### src/rtl/keypad_scan_number_entry_assert.svh
// Assertion macros for the keypad scanner.
// Clock i_clk and active-low reset i_rst_n must be in scope where used.
`ifndef KEYPAD_SCAN_NUMBER_ENTRY_ASSERT_SVH
`define KEYPAD_SCAN_NUMBER_ENTRY_ASSERT_SVH
`ifndef SYNTHESIS
`define KPSNE_ASSERT(lbl, prop) \
    lbl: assert property (@(posedge i_clk) disable iff (!i_rst_n) prop) \
        else $error("keypad scanner check failed");
`define KPSNE_ASSERT_NEXT(lbl, ante, cons) \
    lbl: assert property (@(posedge i_clk) disable iff (!i_rst_n) (ante) |=> (cons)) \
        else $error("keypad scanner sequence check failed");
`else
`define KPSNE_ASSERT(lbl, prop)
`define KPSNE_ASSERT_NEXT(lbl, ante, cons)
`endif
`endif

### src/rtl/kpsne_pkg.sv
package kpsne_pkg;

    localparam int unsigned DEBOUNCE_W     = 16;
    localparam int unsigned NUM_W          = 32;
    localparam logic [15:0] DEBOUNCE_RESET = 16'd20;

    localparam logic [3:0] ALL_HIGH = 4'hF;
    localparam logic [3:0] ALL_LOW  = 4'h0;

    localparam logic [7:0] CHAR_ZERO    = 8'h30;  // '0'
    localparam logic [7:0] CHAR_NINE    = 8'h39;  // '9'
    localparam logic [7:0] CHAR_CONFIRM = 8'h4F;  // 'O'

    typedef enum logic [2:0] {
        PH_IDLE     = 3'd0,
        PH_DEBOUNCE = 3'd1,
        PH_SCAN     = 3'd2,
        PH_COLCHK   = 3'd3,
        PH_RELEASE  = 3'd4
    } t_phase;

    // Active-low pattern driving a single row low.
    function automatic logic [3:0] row_pattern(input logic [1:0] row);
        logic [3:0] pat;
        pat = ALL_HIGH;
        pat[row] = 1'b0;
        return pat;
    endfunction

    // 4x4 keypad legend.
    function automatic logic [7:0] key_lookup(input logic [1:0] row, input logic [1:0] col);
        logic [7:0] code;
        case ({row, col})
            4'h0:    code = "1";
            4'h1:    code = "2";
            4'h2:    code = "3";
            4'h3:    code = "+";
            4'h4:    code = "4";
            4'h5:    code = "5";
            4'h6:    code = "6";
            4'h7:    code = "-";
            4'h8:    code = "7";
            4'h9:    code = "8";
            4'hA:    code = "9";
            4'hB:    code = "*";
            4'hC:    code = "C";
            4'hD:    code = "0";
            4'hE:    code = "O";
            4'hF:    code = "/";
            default: code = "/";
        endcase
        return code;
    endfunction

endpackage

### src/rtl/keypad_scan_number_entry.sv
// A result is registered and presented in the cycle after its column sample is transferred in.
// Throughput: one sample per cycle; the output register frees as it is taken, so
//   a new sample is taken even while a result waits, unless output stall holds it full.
// Reset (synchronous, i_rst_n low): phase idle, accumulator 0, output empty,
//   debounce_ticks back to 20.
`include "keypad_scan_number_entry_assert.svh"

module keypad_scan_number_entry (
    input  logic                               i_clk,
    input  logic                               i_rst_n,
    // configuration: debounce_ticks
    input  logic                               i_cfg_we,
    input  logic [kpsne_pkg::DEBOUNCE_W-1:0]   i_cfg_data,
    // sample channel
    input  logic                               i_valid,
    output logic                               o_stall,
    input  logic [3:0]                         i_column_levels,
    // result channel
    output logic                               o_valid,
    input  logic                               i_stall,
    output logic [3:0]                         o_row_drive,
    output logic                               o_key_valid,
    output logic [7:0]                         o_key_code,
    output logic                               o_number_valid,
    output logic [kpsne_pkg::NUM_W-1:0]        o_number_value
);
    import kpsne_pkg::*;

    // control state
    t_phase                 r_phase, n_phase;
    logic [DEBOUNCE_W-1:0]  r_wait, n_wait;
    logic [1:0]             r_row, n_row;
    logic [NUM_W-1:0]       r_accum, n_accum;
    logic [DEBOUNCE_W-1:0]  r_debounce;

    // result register
    logic                   r_out_valid;
    logic [3:0]             r_row_drive;
    logic                   r_key_valid;
    logic [7:0]             r_key_code;
    logic                   r_number_valid;
    logic [NUM_W-1:0]       r_number_value;

    // combinational result of this sample
    logic [3:0]             drive;
    logic                   kv;
    logic [7:0]             kc;
    logic                   nv;
    logic [NUM_W-1:0]       nval;

    logic                   in_xfer;
    logic                   col_found;
    logic [1:0]             col_idx;
    logic [7:0]             key;
    logic                   key_is_digit;
    logic [3:0]             digit;
    logic [NUM_W-1:0]       accum_x10;

    // Output slot frees when empty or when its result transfers this cycle.
    assign o_stall = r_out_valid && i_stall;
    assign in_xfer = i_valid && !o_stall;

    // Lowest low column wins.
    always_comb begin
        col_found = 1'b1;
        col_idx   = 2'd0;
        if (!i_column_levels[0]) begin
            col_idx = 2'd0;
        end else if (!i_column_levels[1]) begin
            col_idx = 2'd1;
        end else if (!i_column_levels[2]) begin
            col_idx = 2'd2;
        end else if (!i_column_levels[3]) begin
            col_idx = 2'd3;
        end else begin
            col_found = 1'b0;
        end
    end

    assign key          = key_lookup(r_row, col_idx);
    assign key_is_digit = (key >= CHAR_ZERO) && (key <= CHAR_NINE);
    assign digit        = 4'(key - CHAR_ZERO);
    // x10 as shift-and-add
    assign accum_x10    = (r_accum << 3) + (r_accum << 1);

    // Next-state logic
    always_comb begin
        n_phase = r_phase;
        n_wait  = r_wait;
        n_row   = r_row;
        n_accum = r_accum;
        case (r_phase)
            PH_DEBOUNCE: begin
                if (r_wait == '0) begin
                    n_row   = 2'd0;
                    n_phase = PH_SCAN;
                end else begin
                    n_wait = r_wait - 1'b1;
                end
            end
            PH_SCAN: begin
                if (i_column_levels != ALL_HIGH) begin
                    n_phase = PH_COLCHK;
                end else if (r_row == 2'd3) begin
                    n_phase = PH_IDLE;   // no row answered
                end else begin
                    n_row = r_row + 2'd1;
                end
            end
            PH_COLCHK: begin
                if (!col_found) begin
                    n_phase = PH_IDLE;   // contact lost before column read
                end else begin
                    if (key_is_digit) begin
                        n_accum = accum_x10 + {{(NUM_W-4){1'b0}}, digit};
                    end else if (key == CHAR_CONFIRM) begin
                        n_accum = '0;
                    end
                    n_phase = PH_RELEASE;
                end
            end
            PH_RELEASE: begin
                if (i_column_levels == ALL_HIGH) begin
                    n_phase = PH_IDLE;
                end
            end
            default: begin
                n_phase = PH_IDLE;
                if (i_column_levels != ALL_HIGH) begin
                    n_wait  = r_debounce;
                    n_phase = PH_DEBOUNCE;
                end
            end
        endcase
    end

    // Output logic
    always_comb begin
        drive = ALL_LOW;
        kv    = 1'b0;
        kc    = 8'h00;
        nv    = 1'b0;
        nval  = '0;
        case (r_phase)
            PH_DEBOUNCE: begin
                if (r_wait == '0) begin
                    drive = row_pattern(2'd0);
                end
            end
            PH_SCAN: begin
                if (i_column_levels == ALL_HIGH && r_row != 2'd3) begin
                    drive = row_pattern(r_row + 2'd1);
                end
            end
            PH_COLCHK: begin
                if (col_found) begin
                    kv = 1'b1;
                    kc = key;
                    if (key == CHAR_CONFIRM) begin
                        nv   = 1'b1;
                        nval = r_accum;
                    end
                end
            end
            default: begin
                drive = ALL_LOW;
            end
        endcase
    end

    // State, config and result registers
    always_ff @(posedge i_clk) begin
        if (!i_rst_n) begin
            r_phase     <= PH_IDLE;
            r_wait      <= '0;
            r_row       <= 2'd0;
            r_accum     <= '0;
            r_debounce  <= DEBOUNCE_RESET;
            r_out_valid <= 1'b0;
        end else begin
            if (i_cfg_we) begin
                r_debounce <= i_cfg_data;
            end
            if (in_xfer) begin
                r_phase     <= n_phase;
                r_wait      <= n_wait;
                r_row       <= n_row;
                r_accum     <= n_accum;
                r_out_valid <= 1'b1;
            end else if (!i_stall) begin
                r_out_valid <= 1'b0;
            end
        end
    end

    // payload, no reset
    always_ff @(posedge i_clk) begin
        if (in_xfer) begin
            r_row_drive    <= drive;
            r_key_valid    <= kv;
            r_key_code     <= kc;
            r_number_valid <= nv;
            r_number_value <= nval;
        end
    end

    assign o_valid        = r_out_valid;
    assign o_row_drive    = r_row_drive;
    assign o_key_valid    = r_key_valid;
    assign o_key_code     = r_key_code;
    assign o_number_valid = r_number_valid;
    assign o_number_value = r_number_value;

    // A reported key always comes with all rows driven low.
    `KPSNE_ASSERT(a_key_rows_low, (r_out_valid && r_key_valid) |-> (r_row_drive == ALL_LOW))
    // A number only leaves with the confirm key.
    `KPSNE_ASSERT(a_num_confirm, (r_out_valid && r_number_valid) |-> (r_key_valid && r_key_code == CHAR_CONFIRM))
    // Row drive is all low or exactly one row low.
    `KPSNE_ASSERT(a_drive_shape, r_out_valid |-> ((r_row_drive == ALL_LOW) || $onehot(~r_row_drive)))
    // Accumulator clears after a number goes out.
    `KPSNE_ASSERT_NEXT(a_accum_clr, in_xfer && r_phase == PH_COLCHK && col_found && key == CHAR_CONFIRM, r_accum == '0)
    // Nonzero debounce count keeps the block in debounce.
    `KPSNE_ASSERT_NEXT(a_debounce_hold, in_xfer && r_phase == PH_DEBOUNCE && r_wait != '0, r_phase == PH_DEBOUNCE)

endmodule
### config.mk
export PLATFORM = sky130hd
export DESIGN_NAME = keypad_scan_number_entry
export DESIGN_NICKNAME = d
export VERILOG_FILES = /design/src/rtl/kpsne_pkg.sv /design/src/rtl/keypad_scan_number_entry.sv
export VERILOG_INCLUDE_DIRS = /design/src /design/src/rtl
export SDC_FILE = /design/constraint.sdc
export NUM_CORES = 1
export LEC_CHECK = 0
export BUFFER_PORTS_ARGS = -buffer_cell sky130_fd_sc_hd__buf_2
export CORE_UTILIZATION = 50
export CTS_BUF_LIST = sky130_fd_sc_hd__clkbuf_4 sky130_fd_sc_hd__clkbuf_8 sky130_fd_sc_hd__clkbuf_16
export DETAILED_ROUTE_END_ITERATION = 12
export GPL_ROUTABILITY_DRIVEN = 0
export PLACE_DENSITY = 0.68
export SLEW_MARGIN = 20
export SYNTH_ARGS = -nofsm -noshare
export SYNTH_HDL_FRONTEND = slang
export SYNTH_SLANG_ARGS = --single-unit
### constraint.sdc
create_clock -name i_clk -period 5.2 [get_ports i_clk]
set_clock_uncertainty 0.1 [all_clocks]
set_input_delay 1.04 -clock i_clk [delete_from_list [all_inputs] [get_ports i_clk]]
set_output_delay 1.04 -clock i_clk [all_outputs]
set_load 0.02 [all_outputs]
# After elaboration in Yosys (flattened, before gate mapping)
# Memory sizes are Yosys's and may differ from the RTL's.
# Cells that the tools add are included.
totals:
  romBits: 112
  memories: 1
  inputBits: 25
  ff_bits: 116
  word_cells: 89
memory_table:
  columns: ["name", "depth", "word_bits", "rd", "rd_clocked_by_memory_dff", "wr", "line", "text"]
  rows:
  - ["(no name shown)", 16, 7, 1, 0, 0, "kpsne_pkg.sv:33", "case ({row, col})"]
op_classes:
  n_reduce_logical: 17
  n_mux: 33
  eq_ne: 16
  n_lt_le_gt_ge: 4
  addsub: 5
  bitwise: 2
ops:
  columns: ["op", "n"]
  rows:
  - ["$mux W32", 2]
  - ["$add A32 B32 Y32", 1]
  - ["$add A32 B4 Y32", 1]
  - ["$mux W16", 2]
  - ["$pmux W16 S2", 1]
  - ["$logic_not A16 Y1", 1]
  - ["$sub A16 B1 Y16 const B", 1]
  - ["$mux W3", 5]
  - ["$mux W2", 7]
  - ["$ne A2 B2 Y1 const B", 6]
  - ["$pmux W3 S4", 1]
  - ["$reduce_and A4 Y1", 3]
  - ["$mux W1", 10]
  - ["$eq A8 B7 Y1 const B", 1]
  - ["$ge A8 B6 Y1 const B", 1]
  - ["$le A8 B6 Y1 const B", 1]
  - ["$mux W4", 2]
  - ["$pmux W4 S2", 1]
  - ["$eq A3 B2 Y1 const B", 2]
  - ["$reduce_bool A2 Y1", 3]
  - ["$logic_and A1 B1 Y1", 5]
  - ["$reduce_and A5 Y1", 1]
  - ["$eq A4 B4 Y1 const B", 1]
  - ["$ne A4 B4 Y1 const B", 1]
  - ["other kinds (17)", 17]

# Longest topological paths before layout
# An unclocked memory read counts as a cell.
depth:
  depth_word: 9
  depth_mapped: 19
  ltp_nobuf: 19

# Least setup slack after synthesis
# Ideal clock, no wire load.
synth_timing:
  kind: "input-to-reg"
  from: "in i_column_levels[2]"
  to: "reg r_accum[30]"
  setup_ps: 79
  path_slack_ps: 653
  t_arrival_ps: 4369
  stages: 15
  n_path_buf: 0
  t_required_ps: 5021
  path_cell_list: "nor2b_1 -> o21ai_2 -> inv_1 -> ha_1 -> o21ai_0 -> fa_1 -> fa_1 -> nand2b_1 -> a21oi_1 -> o21ai_1 -> a2111oi_2 -> or2_1 -> a211oi_1 -> a2111o_1 -> o211ai_1"
synth_between:
  elab_chain_cells: 8
  elab_cells_between_ends: 16
  classes_between: "add/sub (2); order compare (2); eq/ne (1); mux (7); reduce/logical (3); memory (1)"
synth_lines:
  columns: ["element", "line", "text"]
  rows:
  - ["from (decl)", "keypad_scan_number_entry.sv:17", "input logic [3:0] i_column_levels,"]
  - ["branches (longest 8 deep; another with $add A32 B4 Y32)", null, null]
  - ["to (signal assigned)", "keypad_scan_number_entry.sv:188", "r_accum <= n_accum;"]
  - ["to (decl)", "keypad_scan_number_entry.sv:33", "logic [NUM_W-1:0] r_accum, n_accum;"]
# Several ways; the timed one is not identified.
# A chain may end at the register's enable or synchronous reset.

# Worst setup path in the final report
# Ends and elaborated chain as after synthesis.

==> results.md <==
* Status: complete, no violations
* Filler cells at 1,188
* Max frequency at 207 MHz
* Netlist Area Pre-Place at 6910 um2
* Root Buffer: clkbuf_16
* Hold Path Depth at 2
* H-tree depth at 4
* Max-cap viol count at 0
* Actual slew at the worst max-slew pin at 0.897 ns
* Drt pass-1 iters at 7
* WP data arrival at 5.06 ns
* Grt ovf at 0
* Startpoint Class: input pin
* Crit Reg-Reg Startpoint: r_row[0]$_SDFFE_PN0P_
* WL/cell at 13.8 um
* Synth warnings at 0
* Final Cycle Share at 92.7%
* Reg clk slew, reported paths at 0.05 ns
* Die Width at 120 um
* Hold Path Sink: r_accum[31]$_SDFFE_PN0P_
* M3 GR Usage at 4.80%
* HP Class: register to register
* Final Hold Viols at 0
* Max Slew Vio Count at 0
* Core area at 13,300 um2
* Asr flop ratio synth at 0%
* RSZ-0062 raised after global routing: no
* Seq cells post-synth at 115
* First-pass GRT wire length at 23,300 um
* Ranking of synthesized cells by area: dfxtp_1, edfxtp_1, ha_1, and2_1, o21ai_0
* Crit Path Max Fanout at 6
* Post_cts resized at 0
* Die Ht at 120 um
* GRT Overall Usage at 20.3%
* Final wirelength at 13,800 um
* Post-synth EDFFs at 45
* Total number of vias at 5,438
* Overall power at 2.43 mW
* Clk_lat worst skew at 0.42 ns
* Row cnt at 42
* DR vias/cell at 5.44
* Slew headroom at 40.2%
* Worst reg-to-reg setup slack at 1.09 ns
* Largest net degree at the start of global routing at 59
* CTS sink count at 115
* Worst path required time at 5.44 ns
* Layout cell share with drive strength beyond 1 at 15.8%
* Area leader, netlist: dfxtp_1
* Kind of critical path: input pin to register
* PwrDens at 305 nW/um2
* Nets at 904
* CTS tree: yes
* DP Wirelength at 10,000 um
* Crit end category: register
* Hold path start: r_accum[31]$_SDFFE_PN0P_
* Top Usage Layer GRT: met2
* DR iter-0 viols at 268
* Avg Inst Size Synth at 9.27 um2
* Met2 GRT Util at 32.4%
* Final core occ at 59.7%
* Syn Nets at 839
* DR DRC count at 0
* Cts-stage hold buffer count at 0
* Post-synth top flop: dfxtp_1
* Min Clock Period, post-route at 4.82 ns
* Initial antenna violation count at 0
* Area fraction of the dominant cell type after synthesis at 20.3%
* Max Buffers Root-to-Sink at 2
* Input/output buffers at 71
* ANT cells at 0
* Layout area overhead at 15.4%
* R2R cell count at 15
* Initial Utilization at 51.7%
* Crit Reg-Reg Endpoint: r_accum[30]$_SDFFE_PN0P_
* Vias in the first global route at 5,064
* CTS buffer count at 17
* Leakage power at 3.54 nW
* Postcts setup bufs at 0
* M1 GR Usage at 25.8%
* Post-synthesis cell type count at 69
* IO Count at 73
* Sequential area share after synthesis at 39.9%
* Die ar. at 14,300 um2
* Post-Synthesis Cells at 745
* Max VDD drop at 0.171 mV
* Final setup fails at 0
* Setup TNS at 0 ns
* Antenna-violating nets left at 0
-- layout make-up --
class                           instances  area [um2]  area share, %
Clock buffer                           27         537           6.73
Sequential cell                       115        2750           34.5
Clock inverter                          5        50.0          0.628
Inverter                               25        93.8           1.18
Tap cell                              176         220           2.76
Multi-Input combinational cell        575        3930           49.2
Timing Repair Buffer                   76         393           4.93
-- layout by cell type, fill, tap and decap left out, types with 5 or more instances in the layout --
cell / instances
xor2_1: 12
xnor2_1: 14
buf_4: 5
clkbuf_4: 6
a21oi_1: 47
ha_1: 67
nand2_1: 65
o21ai_0: 62
inv_1: 22
a211oi_1: 6
and2_1: 51
o21a_1: 6
a21boi_0: 15
a22oi_1: 8
nor2_1: 45
nand3_1: 25
a21o_1: 11
o211ai_1: 5
clkbuf_16: 18
nor2b_1: 24
edfxtp_1: 45
nand2b_1: 10
dfxtp_1: 70
mux2i_1: 19
buf_2: 71
nor3_1: 12
-- metrics by stage --
step / hold slack (ns) / cells / worst slack (ns) / instance area (um2)
6_report: 0.349 / 999 / 0.381 / 7970
3_5_place_dp: 0.344 / 967 / -0.00133 / 7390
4_1_cts: 0.355 / 999 / 0.432 / 7970
3_3_place_gp: 0.340 / 967 / 0.171 / 7390
5_1_grt: 0.366 / 999 / 0.137 / 7970
2_1_floorplan: 0.316 / 745 / 0.653 / 6910
-- state kept, by name (all words and copies together) (netlist names) --
register	cells
o_number_value	32
r_accum	32
r_debounce	16
r_wait	16
o_key_code	7
o_row_drive	4
r_phase	3
r_row	2
o_key_valid	1
o_number_valid	1
o_valid	1
-- kinds of logic after synthesis --
| kind of cell | after synthesis | synth area share [%] |
|---|---|---|
| fa+ha+maj | 69 | 12.7 |
| other cells | 1 | 0.0543 |
| xor+xnor | 26 | 3.30 |
| compound gates | 196 | 17.9 |
| buf+inv | 55 | 3.30 |
| simple gates | 263 | 20.0 |
| flops | 115 | 39.9 |
| mux | 20 | 2.92 |
-- layer usage --
layer	wire length [um]	vias to the layer above
met5	0	-
met4	333	0
met3	502	29
met2	6370	124
met1	6550	2488
li1	-	2797
-- synth_stat cells, drive strengths merged (2+ instances only) --
cell	number
a2111oi	2
a211oi	7
a21boi	19
a21o	11
a21oi	48
a221oi	2
a22oi	8
a31oi	4
a32oi	3
and2	52
and3	4
buf	10
clkbuf	20
dfxtp	70
edfxtp	45
fa	2
ha	67
inv	25
mux2i	19
nand2	69
nand2b	10
nand3	26
nand3b	2
nand4	4
nor2	47
nor2b	24
nor3	13
nor4	2
o211a	2
o211ai	5
o21a	6
o21ai	67
o21bai	3
or3	4
xnor2	14
xor2	12
-- worst max path at each step --
stage / startpoint / to / slack (ns) / depth (start not counted)
after global placement: i_column_levels[2] / r_accum[30]$_SDFFE_PN0P_ / 0.17 / 16
after floorplan: i_column_levels[2] / r_accum[30]$_SDFFE_PN0P_ / 0.65 / 15
after detailed placement: i_column_levels[2] / r_accum[30]$_SDFFE_PN0P_ / -0.001 / 16
after global routing: i_column_levels[0] / r_accum[30]$_SDFFE_PN0P_ / 0.14 / 17
after CTS: i_column_levels[2] / r_accum[30]$_SDFFE_PN0P_ / 0.43 / 16
final: i_column_levels[2] / r_accum[30]$_SDFFE_PN0P_ / 0.38 / 16
-- power breakdown --
group,switching (mW),internal (mW),total (mW)
clock,0.381,0.750,1.13
combinational,0.188,0.110,0.297
sequential,0.0245,0.981,1.01
total,0.593,1.84,2.43
-- worst max-delay path, stage by stage --
cell and delay (ns):
buf_2 0.13, nor2b_1 0.14, o21ai_2 0.21, inv_1 0.14, ha_1 0.24, o21ai_0 0.30, fa_1 0.52, fa_1 0.45
nand2b_1 0.19, a21oi_1 0.23, o21ai_1 0.19, a2111oi_2 0.45, or2_1 0.19, a211oi_1 0.11, a2111o_1 0.42, o211ai_1 0.09
No activity file was read; power rests on OpenSTA's default activity.
